===== src/lz4d_pkg.sv =====
// Package: shared types and constants of the LZ4 block decompressor.
`default_nettype none
package lz4d_pkg;

  // Fixed widths
  localparam int CFG_BITS        = 25;
  localparam int HIST_ADDR_BITS  = 16;
  localparam int HIST_DEPTH      = 1 << HIST_ADDR_BITS;
  localparam int COUNT_BITS_DEF  = 25;
  localparam int OUT_DEPTH       = 3;

  // Input op codes
  localparam logic OP_BYTE  = 1'b0;
  localparam logic OP_DRAIN = 1'b1;

  // Parse phases
  localparam logic [2:0] PH_TOKEN     = 3'd0;
  localparam logic [2:0] PH_LIT_EXT   = 3'd1;
  localparam logic [2:0] PH_LITERALS  = 3'd2;
  localparam logic [2:0] PH_OFF_LO    = 3'd3;
  localparam logic [2:0] PH_OFF_HI    = 3'd4;
  localparam logic [2:0] PH_MATCH_EXT = 3'd5;

  // Status codes
  localparam logic [2:0] ST_OK         = 3'd0;
  localparam logic [2:0] ST_BAD_OFFSET = 3'd1;
  localparam logic [2:0] ST_OVERRUN    = 3'd2;
  localparam logic [2:0] ST_TRUNCATED  = 3'd3;
  localparam logic [2:0] ST_SIZE       = 3'd4;
  localparam logic [2:0] ST_MISUSE     = 3'd5;

  // Token constants
  localparam logic [7:0] EXT_MORE    = 8'hFF;
  localparam logic [3:0] NIBBLE_EXT  = 4'd15;
  localparam logic [4:0] MIN_MATCH   = 5'd4;

  typedef struct packed {
    logic       op;
    logic [7:0] data_byte;
    logic       last_byte;
  } in_word_t;

  typedef struct packed {
    logic       out_valid;
    logic [7:0] out_byte;
    logic       copy_pending;
    logic       block_done;
    logic [2:0] status;
  } out_word_t;

  // Parser to history stage
  typedef struct packed {
    logic                      emit;
    logic                      is_copy;
    logic [HIST_ADDR_BITS-1:0] wr_addr;
    out_word_t                 word;
  } stage_t;

endpackage
`default_nettype wire


===== src/lz4d_out_fifo.sv =====
// Small result queue decoupling the pipeline from output stalls.
`default_nettype none
module lz4d_out_fifo
  import lz4d_pkg::*;
(
  input  wire logic      clk,
  input  wire logic      rst_n,
  input  wire logic      push,
  input  wire out_word_t push_word,
  input  wire logic      pop,
  output logic           not_empty,
  output out_word_t      head,
  output logic [1:0]     count_r
);

  out_word_t  ent [OUT_DEPTH];
  logic [1:0] wr_ptr_r, rd_ptr_r;

  assign not_empty = (count_r != 2'd0);
  assign head      = ent[rd_ptr_r];

  // Pointers and fill count
  always_ff @(posedge clk) begin
    if (!rst_n) begin
      wr_ptr_r <= '0;
      rd_ptr_r <= '0;
      count_r  <= '0;
    end else begin
      if (push) wr_ptr_r <= (wr_ptr_r == 2'(OUT_DEPTH-1)) ? 2'd0 : wr_ptr_r + 2'd1;
      if (pop)  rd_ptr_r <= (rd_ptr_r == 2'(OUT_DEPTH-1)) ? 2'd0 : rd_ptr_r + 2'd1;
      count_r <= count_r + 2'(push) - 2'(pop);
    end
  end

  // Entry storage
  always_ff @(posedge clk) begin
    if (push) ent[wr_ptr_r] <= push_word;
  end

endmodule
`default_nettype wire


===== config.mk =====
export PLATFORM = sky130hd
export DESIGN_NAME = lz4d_out_fifo
export DESIGN_NICKNAME = d
export VERILOG_FILES = /design/src/lz4d_pkg.sv /design/src/lz4d_out_fifo.sv
export SDC_FILE = /design/constraint.sdc
export NUM_CORES = 1
export LEC_CHECK = 0
export ABC_CLOCK_PERIOD_IN_PS = 1400
export BUFFER_PORTS_ARGS = -buffer_cell sky130_fd_sc_hd__buf_2
export CAP_MARGIN = 5
export CORE_MARGIN = 3
export CORE_UTILIZATION = 48
export DETAILED_ROUTE_END_ITERATION = 16
export PLACE_DENSITY_LB_ADDON = 0.08
export SYNTH_ARGS = -nofsm -noshare
export SYNTH_HDL_FRONTEND = slang
export SYNTH_SLANG_ARGS = --single-unit

===== constraint.sdc =====
create_clock -name clk -period 1.4 [get_ports clk]
set_input_delay 0.07 -clock clk [delete_from_list [all_inputs] [get_ports clk]]
set_output_delay 0.07 -clock clk [all_outputs]
set_load 0.02 [all_outputs]

Word-level counts from Yosys, hierarchy flattened:

Memory sizes are Yosys's and may differ from the RTL's. A register that Yosys moved wholly into a read port is not among the register bits.
Cells that the tools add are included.

* output and inout port bits: 17
* memories: 1
* logic and storage cells: 17
* bits in registers: 6
* memory bits (writable): 42

Memory list
* ent: depth 3, bits a word 14, rd ports 1, clocked after Yosys merged registers in 1, wr ports 1, RTL line lz4d_out_fifo.sv:16 `out_word_t ent [OUT_DEPTH];`

* add/sub/neg operators: 4
* reduce and logical (&&, ||, !) cells: 1
* muxes and demuxes: 6
* equality and inequality tests: 2

Operator list (number)
* $mux W2: 4
* $add A2 B1 Y2 const B: 2
* $eq A2 B2 Y1 const B: 2
* $add A2 B1 Y2: 1
* $mux W1: 2
* $reduce_bool A2 Y1: 1
* $sub A2 B1 Y2: 1

Depth between registers and ports, before layout:

Gate-level depths: netlist (run 1).

* word-level depth: 4
* depth in mapped cells: 6
* gate-level depth less buffers: 6

Worst setup path after synthesis (run 1):

No wires, ideal clock.

* path kind: register to register
* start: register wr_ptr_r[1]
* end: memory ent[2][0] in the netlist's numbering, enable pin
* cell stages (with the launch flop): 3
* path buffers: 0
* period minus slack after synthesis: 1404 ps
* data arrival time: 1020 ps
* data required time: 1016 ps
* path slack: -4 ps
* path through: dfxtp_1 > nand2_1 > nor2_1

RTL lines
* start: declaration: RTL line lz4d_out_fifo.sv:17 `logic [1:0] wr_ptr_r, rd_ptr_r;`
* start signal: assignment: RTL line lz4d_out_fifo.sv:29 `if (push) wr_ptr_r <= (wr_ptr_r == 2'(OUT_DEPTH-1)) ? 2'd0 : wr_ptr_r + 2'd1;`
* end: declaration: RTL line lz4d_out_fifo.sv:16

No word-level cell before the write port.

==> results of run 1 <==
-- where the power goes --
group          switching [mW]  leakage, nW  internal (mW)
Sequential             0.0313        0.455           1.69
Clock                   0.432       0.0426          0.344
Combinational           0.242        0.401          0.211
Total                   0.706        0.899           2.25
-- cell type report --
type / count / area (µm²)
tap: 48 / 60.06
clock buffer: 6 / 72.57
multi-input combinational: 62 / 430.4
clock inverter: 2 / 8.758
timing repair buffer: 55 / 405.4
inverter: 2 / 7.507
fill: 292 / 1334
sequential: 50 / 1425
-- state kept, by name, indices dropped and copies added (netlist names), named ones only --
| name | cells |
|---|---|
| count_r | 2 |
| ent | 42 |
| rd_ptr_r | 2 |
| wr_ptr_r | 2 |
-- synth_stat cells (all sizes together) --
master / instances
dfxtp: 8
and2: 1
nand2: 15
nor2b: 4
nor3b: 2
or2: 1
inv: 2
ha: 2
nand3b: 1
o21ai: 14
a21boi: 1
nand2b: 1
edfxtp: 42
nor2: 1
buf: 5
and3b: 1
o21a: 3
xnor3: 1
mux2i: 14
-- logic make-up after synthesis --
group,count (synthesis),synth area share [%]
AND/OR/NAND/NOR,27,7.364
AO/OA/AOI/OAI,18,5.260
XOR/XNOR,1,1.183
buffers and inverters,7,2.827
flip-flops,50,74.69
adder cells (fa/ha/maj),2,1.315
multiplexers,14,7.363
-- worst min-delay path by stage --
stage	slack (ns)	endpoint
finish	0.05	wr_ptr_r[0]$_SDFFE_PN0P_
global route	0.04	wr_ptr_r[0]$_SDFFE_PN0P_
CTS	0.04	wr_ptr_r[0]$_SDFFE_PN0P_
detailed placement	0.27	ent[1][2]$_DFFE_PP_
global placement	0.27	ent[1][6]$_DFFE_PP_
floorplan	0.17	ent[0][0]$_DFFE_PP_
-- through the flow --
| step | total power [mW] | utilization [%] |
|---|---|---|
| finish | 2.953 | 64.37 |
| global placement | 2.160 | 57.69 |
| floorplan | 2.024 | - |
| global route | 3.088 | 64.37 |
| CTS | 2.968 | 63.60 |
| detailed placement | 2.177 | 57.69 |
-- timing repair --
item | in CTS | in global routing
hold endpoints to repair | 42 | 0
hold buffers | 14 | 0
setup endpoints to repair | 0 | 6
gates resized for setup | 0 | 4
-- worst max-delay path: stages, from the launching register on --
cell and delay, ns:
dfxtp_4 0.37, clkbuf_16 0.17, mux2i_1 0.12, o21ai_1 0.13
buf_2 0.18
-- layer usage --
layer	track usage (%)	share of wire (%)
met5	0	0
met4	5.839	1.2
met3	4.538	4.3
met2	27.98	53
met1	14.87	42
==> impl_metrics.tcl, run 1 <==
set metrics [dict create \
    min_from "rst_n" \
    regToRegSetupSlack_ns 0.19 \
    synth_area_leaders "edfxtp_1, dfxtp_1, mux2i_1, nand2_1, o21ai_1" \
    drt-total-wl_um 3210 \
    dp.cells 202 \
    gr-total-overflow 0 \
    rows 22 \
    fp.dieW_um 68.97 \
    path_max_fanout 7 \
    synthDistinctLibCells 23 \
    fin_setup_tns_ns 0 \
    die-area_mm2 0.004756 \
    reg2reg_to "count_r[1]$_SDFF_PN0_" \
    peakVddDrop_v 0.0007990 \
    power-per-cell-area_mw_per_mm2 1226 \
    vias 1102 \
    start_kind "flop" \
    place_congestion 0.6217 \
    fin_crit_sh_pct 94.91 \
    areaGrowthSynthToFinish_pct 26.63 \
    initialDrtViolationCount 53 \
    wl_per_cell_um 14.27 \
    setup_viol 0 \
    cts-buffers-inserted 5 \
    maxSlewViolCount 0 \
    final_nets 196 \
    design_area_mm2 0.002410 \
    ys_seq_elements 50 \
    period_needed_ns 1.329 \
    p_leak_nw 0.8986 \
    worstPathArrival_ns 1.26 \
    ff2ff_path_depth 6 \
    hold_depth 2 \
    grt_start_max_net_pins 16 \
    final_cell_mix "edfxtp_1, buf_2, nand2_1" \
    core_mm2 0.003744 \
    slew_headroom_pct 85.04 \
    cts-root-buf "clkbuf_8" \
    dpl-instance-area_mm2 0.002160 \
    first_global_vias 1103 \
    worst_slack_ns 0.07126 \
    pin_count 35 \
    clk_pin_slew_ns 0.08 \
    status "finished, final reports clean" \
    preCtsSetupSlack_ns 0.1900 \
    drive_gt1_share_pct 28.81 \
    rsz0062_at_grt "true" \
    final_hold_viol_count 0 \
    final_common_cell "edfxtp_1" \
    htreeDepth 2 \
    maxCapViolCount 0 \
    synth_area_mm2 0.001903 \
    tritoncts "done" \
    cts_buffer_depth 2 \
    grt_first_pass_wirelength_um 4912 \
    ys_warn_count 0 \
    track_usage_pct 14.78 \
    numPortBuffers 34 \
    critPathRequiredTime_ns 1.33 \
    clk_latency_ns 0.29 \
    route.detailed.drc 0 \
    first_pass_iters 4 \
    viasPerCell 4.898 \
    endpoint "head[13]" \
    diodes 0 \
    start_util_pct 50.84 \
    avgSynthCellArea_um2 15.99 \
    cp-end-kind "primary output" \
    tightest_slew_ns 0.2225 \
    synth_top_area_share_pct 66.27 \
    hold_ws_ns 0.04505 \
    hpwl_um 2066 \
    ant_nets 0 \
    fin_cells 225 \
    critPathKind "flop to primary output" \
    cts_setup_buffers 0 \
    die_height_um 68.97 \
    skew_ns 0.002281 \
    antenna_found_initial 0 \
    syn_nets 139 \
    hp-class "input port to flop" \
    synthCells 119 \
    cts_sinks 50 \
    reg2reg_from "count_r[0]$_SDFF_PN0_" \
    yosysTopAreaCell "edfxtp_1" \
    fmaxAchievable_mhz 752.6 \
    ys_seq_area_share_pct 74.69 \
]
No activity file was read; power rests on OpenSTA's default activity.
==> run 2: changes to the inputs <==
CORE_MARGIN = 8   (was 3)
PLACE_DENSITY = 0.8   (was default)
PLACE_DENSITY_LB_ADDON = default   (was 0.08)
==> run 2 against run 1 <==
Effect of this change: highest routed layer unchanged; combinational power up 4%; setup slack worse by 0.0093 ns; sequential cell count unchanged; critical endpoint unchanged; power up 2.3%; via count up 2.4%; clock skew up 0.0039 ns; die area up 31%; register-to-register slack worse by 0.03 ns; largest cell class unchanged; sequential share of layout area down 0.85 points; hold slack worse by 0.0075 ns; cell count up 1.3%; clock power up 5.7%.
==> impl_metrics.tcl, run 2 (synthesis gave the netlist of run 1 again) <==
set metrics [dict create \
    cts_buffer_depth 2 \
    regMostFlops "ent" \
    start_util_pct 48.63 \
    drive_gt1_share_pct 31.46 \
    multi_input_area_um2 437.9 \
    slew_headroom_pct 82.28 \
    cp-end-kind "primary output" \
    total_power_mw 3.021 \
    hpwl_um 2437 \
    regToRegSetupSlack_ns 0.16 \
    critPathKind "flop to primary output" \
    ff_latch_area_mm2 0.001425 \
    vias 1128 \
    clk_latency_ns 0.31 \
    maxSlewViolCount 0 \
    start_kind "flop" \
    fin_crit_sh_pct 95.57 \
    clk_pin_slew_ns 0.08 \
    power-per-cell-area_mw_per_mm2 1236 \
    crit_chain "clkbuf_16 > mux2i_1 > o21ai_1 > buf_2" \
    cts_sinks 50 \
    min_to "wr_ptr_r[1]$_SDFFE_PN0P_" \
    skew_ns 0.006212 \
    fmaxAchievable_mhz 747.4 \
    fillers 325 \
    antenna_found_initial 0 \
    path_max_fanout 7 \
    die_height_um 78.97 \
    grt_start_max_net_pins 29 \
    met2_length_um 1855 \
    largest_reg_flops 42 \
    ff2ff_path_depth 6 \
    track_usage_pct 11.62 \
    tightest_slew_ns 0.2647 \
    dpl-instance-area_mm2 0.002170 \
    cts-root-buf "clkbuf_8" \
    hold_depth 2 \
    worstPathArrival_ns 1.27 \
    numPortBuffers 34 \
    gr-total-overflow 0 \
    fp.dieW_um 78.97 \
    first_global_vias 1169 \
    ant_nets 0 \
    met3_length_um 194 \
    design_area_mm2 0.002445 \
    hp-class "input port to flop" \
    critPathRequiredTime_ns 1.33 \
    wl_met1_um 1467 \
    drt-total-wl_um 3559 \
    final_hold_viol_count 0 \
    final_nets 197 \
    die-area_mm2 0.006235 \
    wl_per_cell_um 15.61 \
    maxCapViolCount 0 \
    tritoncts "done" \
    peakVddDrop_v 0.0005313 \
    grt_first_pass_wirelength_um 5554 \
    reg2reg_to "count_r[1]$_SDFF_PN0_" \
    hold_ws_ns 0.03758 \
    initialDrtViolationCount 53 \
    cts-buffers-inserted 5 \
    final_cell_mix "edfxtp_1, buf_2, nand2_1" \
    final_common_cell "edfxtp_1" \
    rows 23 \
    topRoutingLayerUsed "met4" \
    htreeDepth 2 \
    viasPerCell 4.947 \
    status "finished, final reports clean" \
    setup_viol 0 \
    areaGrowthSynthToFinish_pct 28.47 \
    p_leak_nw 0.9101 \
    cts_setup_buffers 0 \
    place_congestion 0.7378 \
    route.detailed.drc 0 \
    rsz0062_at_grt "true" \
    critPathSlowestCell "dfxtp_4" \
    period_needed_ns 1.338 \
    pin_count 35 \
    first_pass_iters 4 \
    core_mm2 0.003914 \
    slowest_delay_ns 0.38 \
    reg2reg_from "count_r[0]$_SDFF_PN0_" \
    min_from "rst_n" \
    diodes 0 \
]
[run 2: cell type report]
type                       instances  share of cell area (%)
tap                               50                   2.559
sequential                        50                   58.29
multi-input combinational         62                   17.91
clock inverter                     3                  0.8700
clock buffer                       5                   2.815
timing repair buffer              56                   17.25
inverter                           2                  0.3071
[run 2: what timing repair did]
item,CTS,global route
setup endpoints to repair,2,8
hold buffers,14,0
pin swaps,0,0
endpoints found under the hold margin,42,0
resized for setup,2,6
cloned,0,1
[run 2: how the worst max path moves through the flow]
stage                                  start                    end  slack [ns]  depth (start not counted)
floorplan           wr_ptr_r[0]$_SDFFE_PN0P_    ent[0][0]$_DFFE_PP_        0.01                          1
global placement       count_r[0]$_SDFF_PN0_  count_r[1]$_SDFF_PN0_        0.25                          6
detailed placement     count_r[0]$_SDFF_PN0_  count_r[1]$_SDFF_PN0_        0.17                          6
CTS                                     flop                head[3]        0.03                          4
global route                            flop                head[9]       -0.02                          4
finish                                  flop               head[13]        0.06                          4
[run 2: where the power goes]
part	internal [mW]	leakage (nW)	switching, mW
logic	0.223	0.411	0.249
clock network	0.351	0.0441	0.469
registers	1.69	0.455	0.0357
total	2.27	0.910	0.754
[run 2: routing by layer]
layer | vias up | global-route usage [%]
met2 | 31 | 21.04
met4 | 0 | 3.889
met1 | 539 | 11.84
met3 | 6 | 4.628
li1 | 552 | -
met5 | - | 0
[run 2: through the flow]
step | util [%] | setup WS (ns) | std cells | TNS, ns
2_1_floorplan | - | 0.01306 | 119 | 0
3_3_place_gp | 55.43 | 0.2461 | 205 | 0
3_5_place_dp | 55.43 | 0.1661 | 205 | 0
4_1_cts | 61.45 | 0.03232 | 227 | 0
5_1_grt | 62.47 | -0.01602 | 228 | -0.01602
6_report | 62.47 | 0.06195 | 228 | 0
[run 2: worst max-delay path: cells and delay by family, from the launching register on]
family / cells / cell delay, ns
buf+inv: 2 / 0.32
mux: 1 / 0.20
flops: 1 / 0.38
compound gates: 1 / 0.07
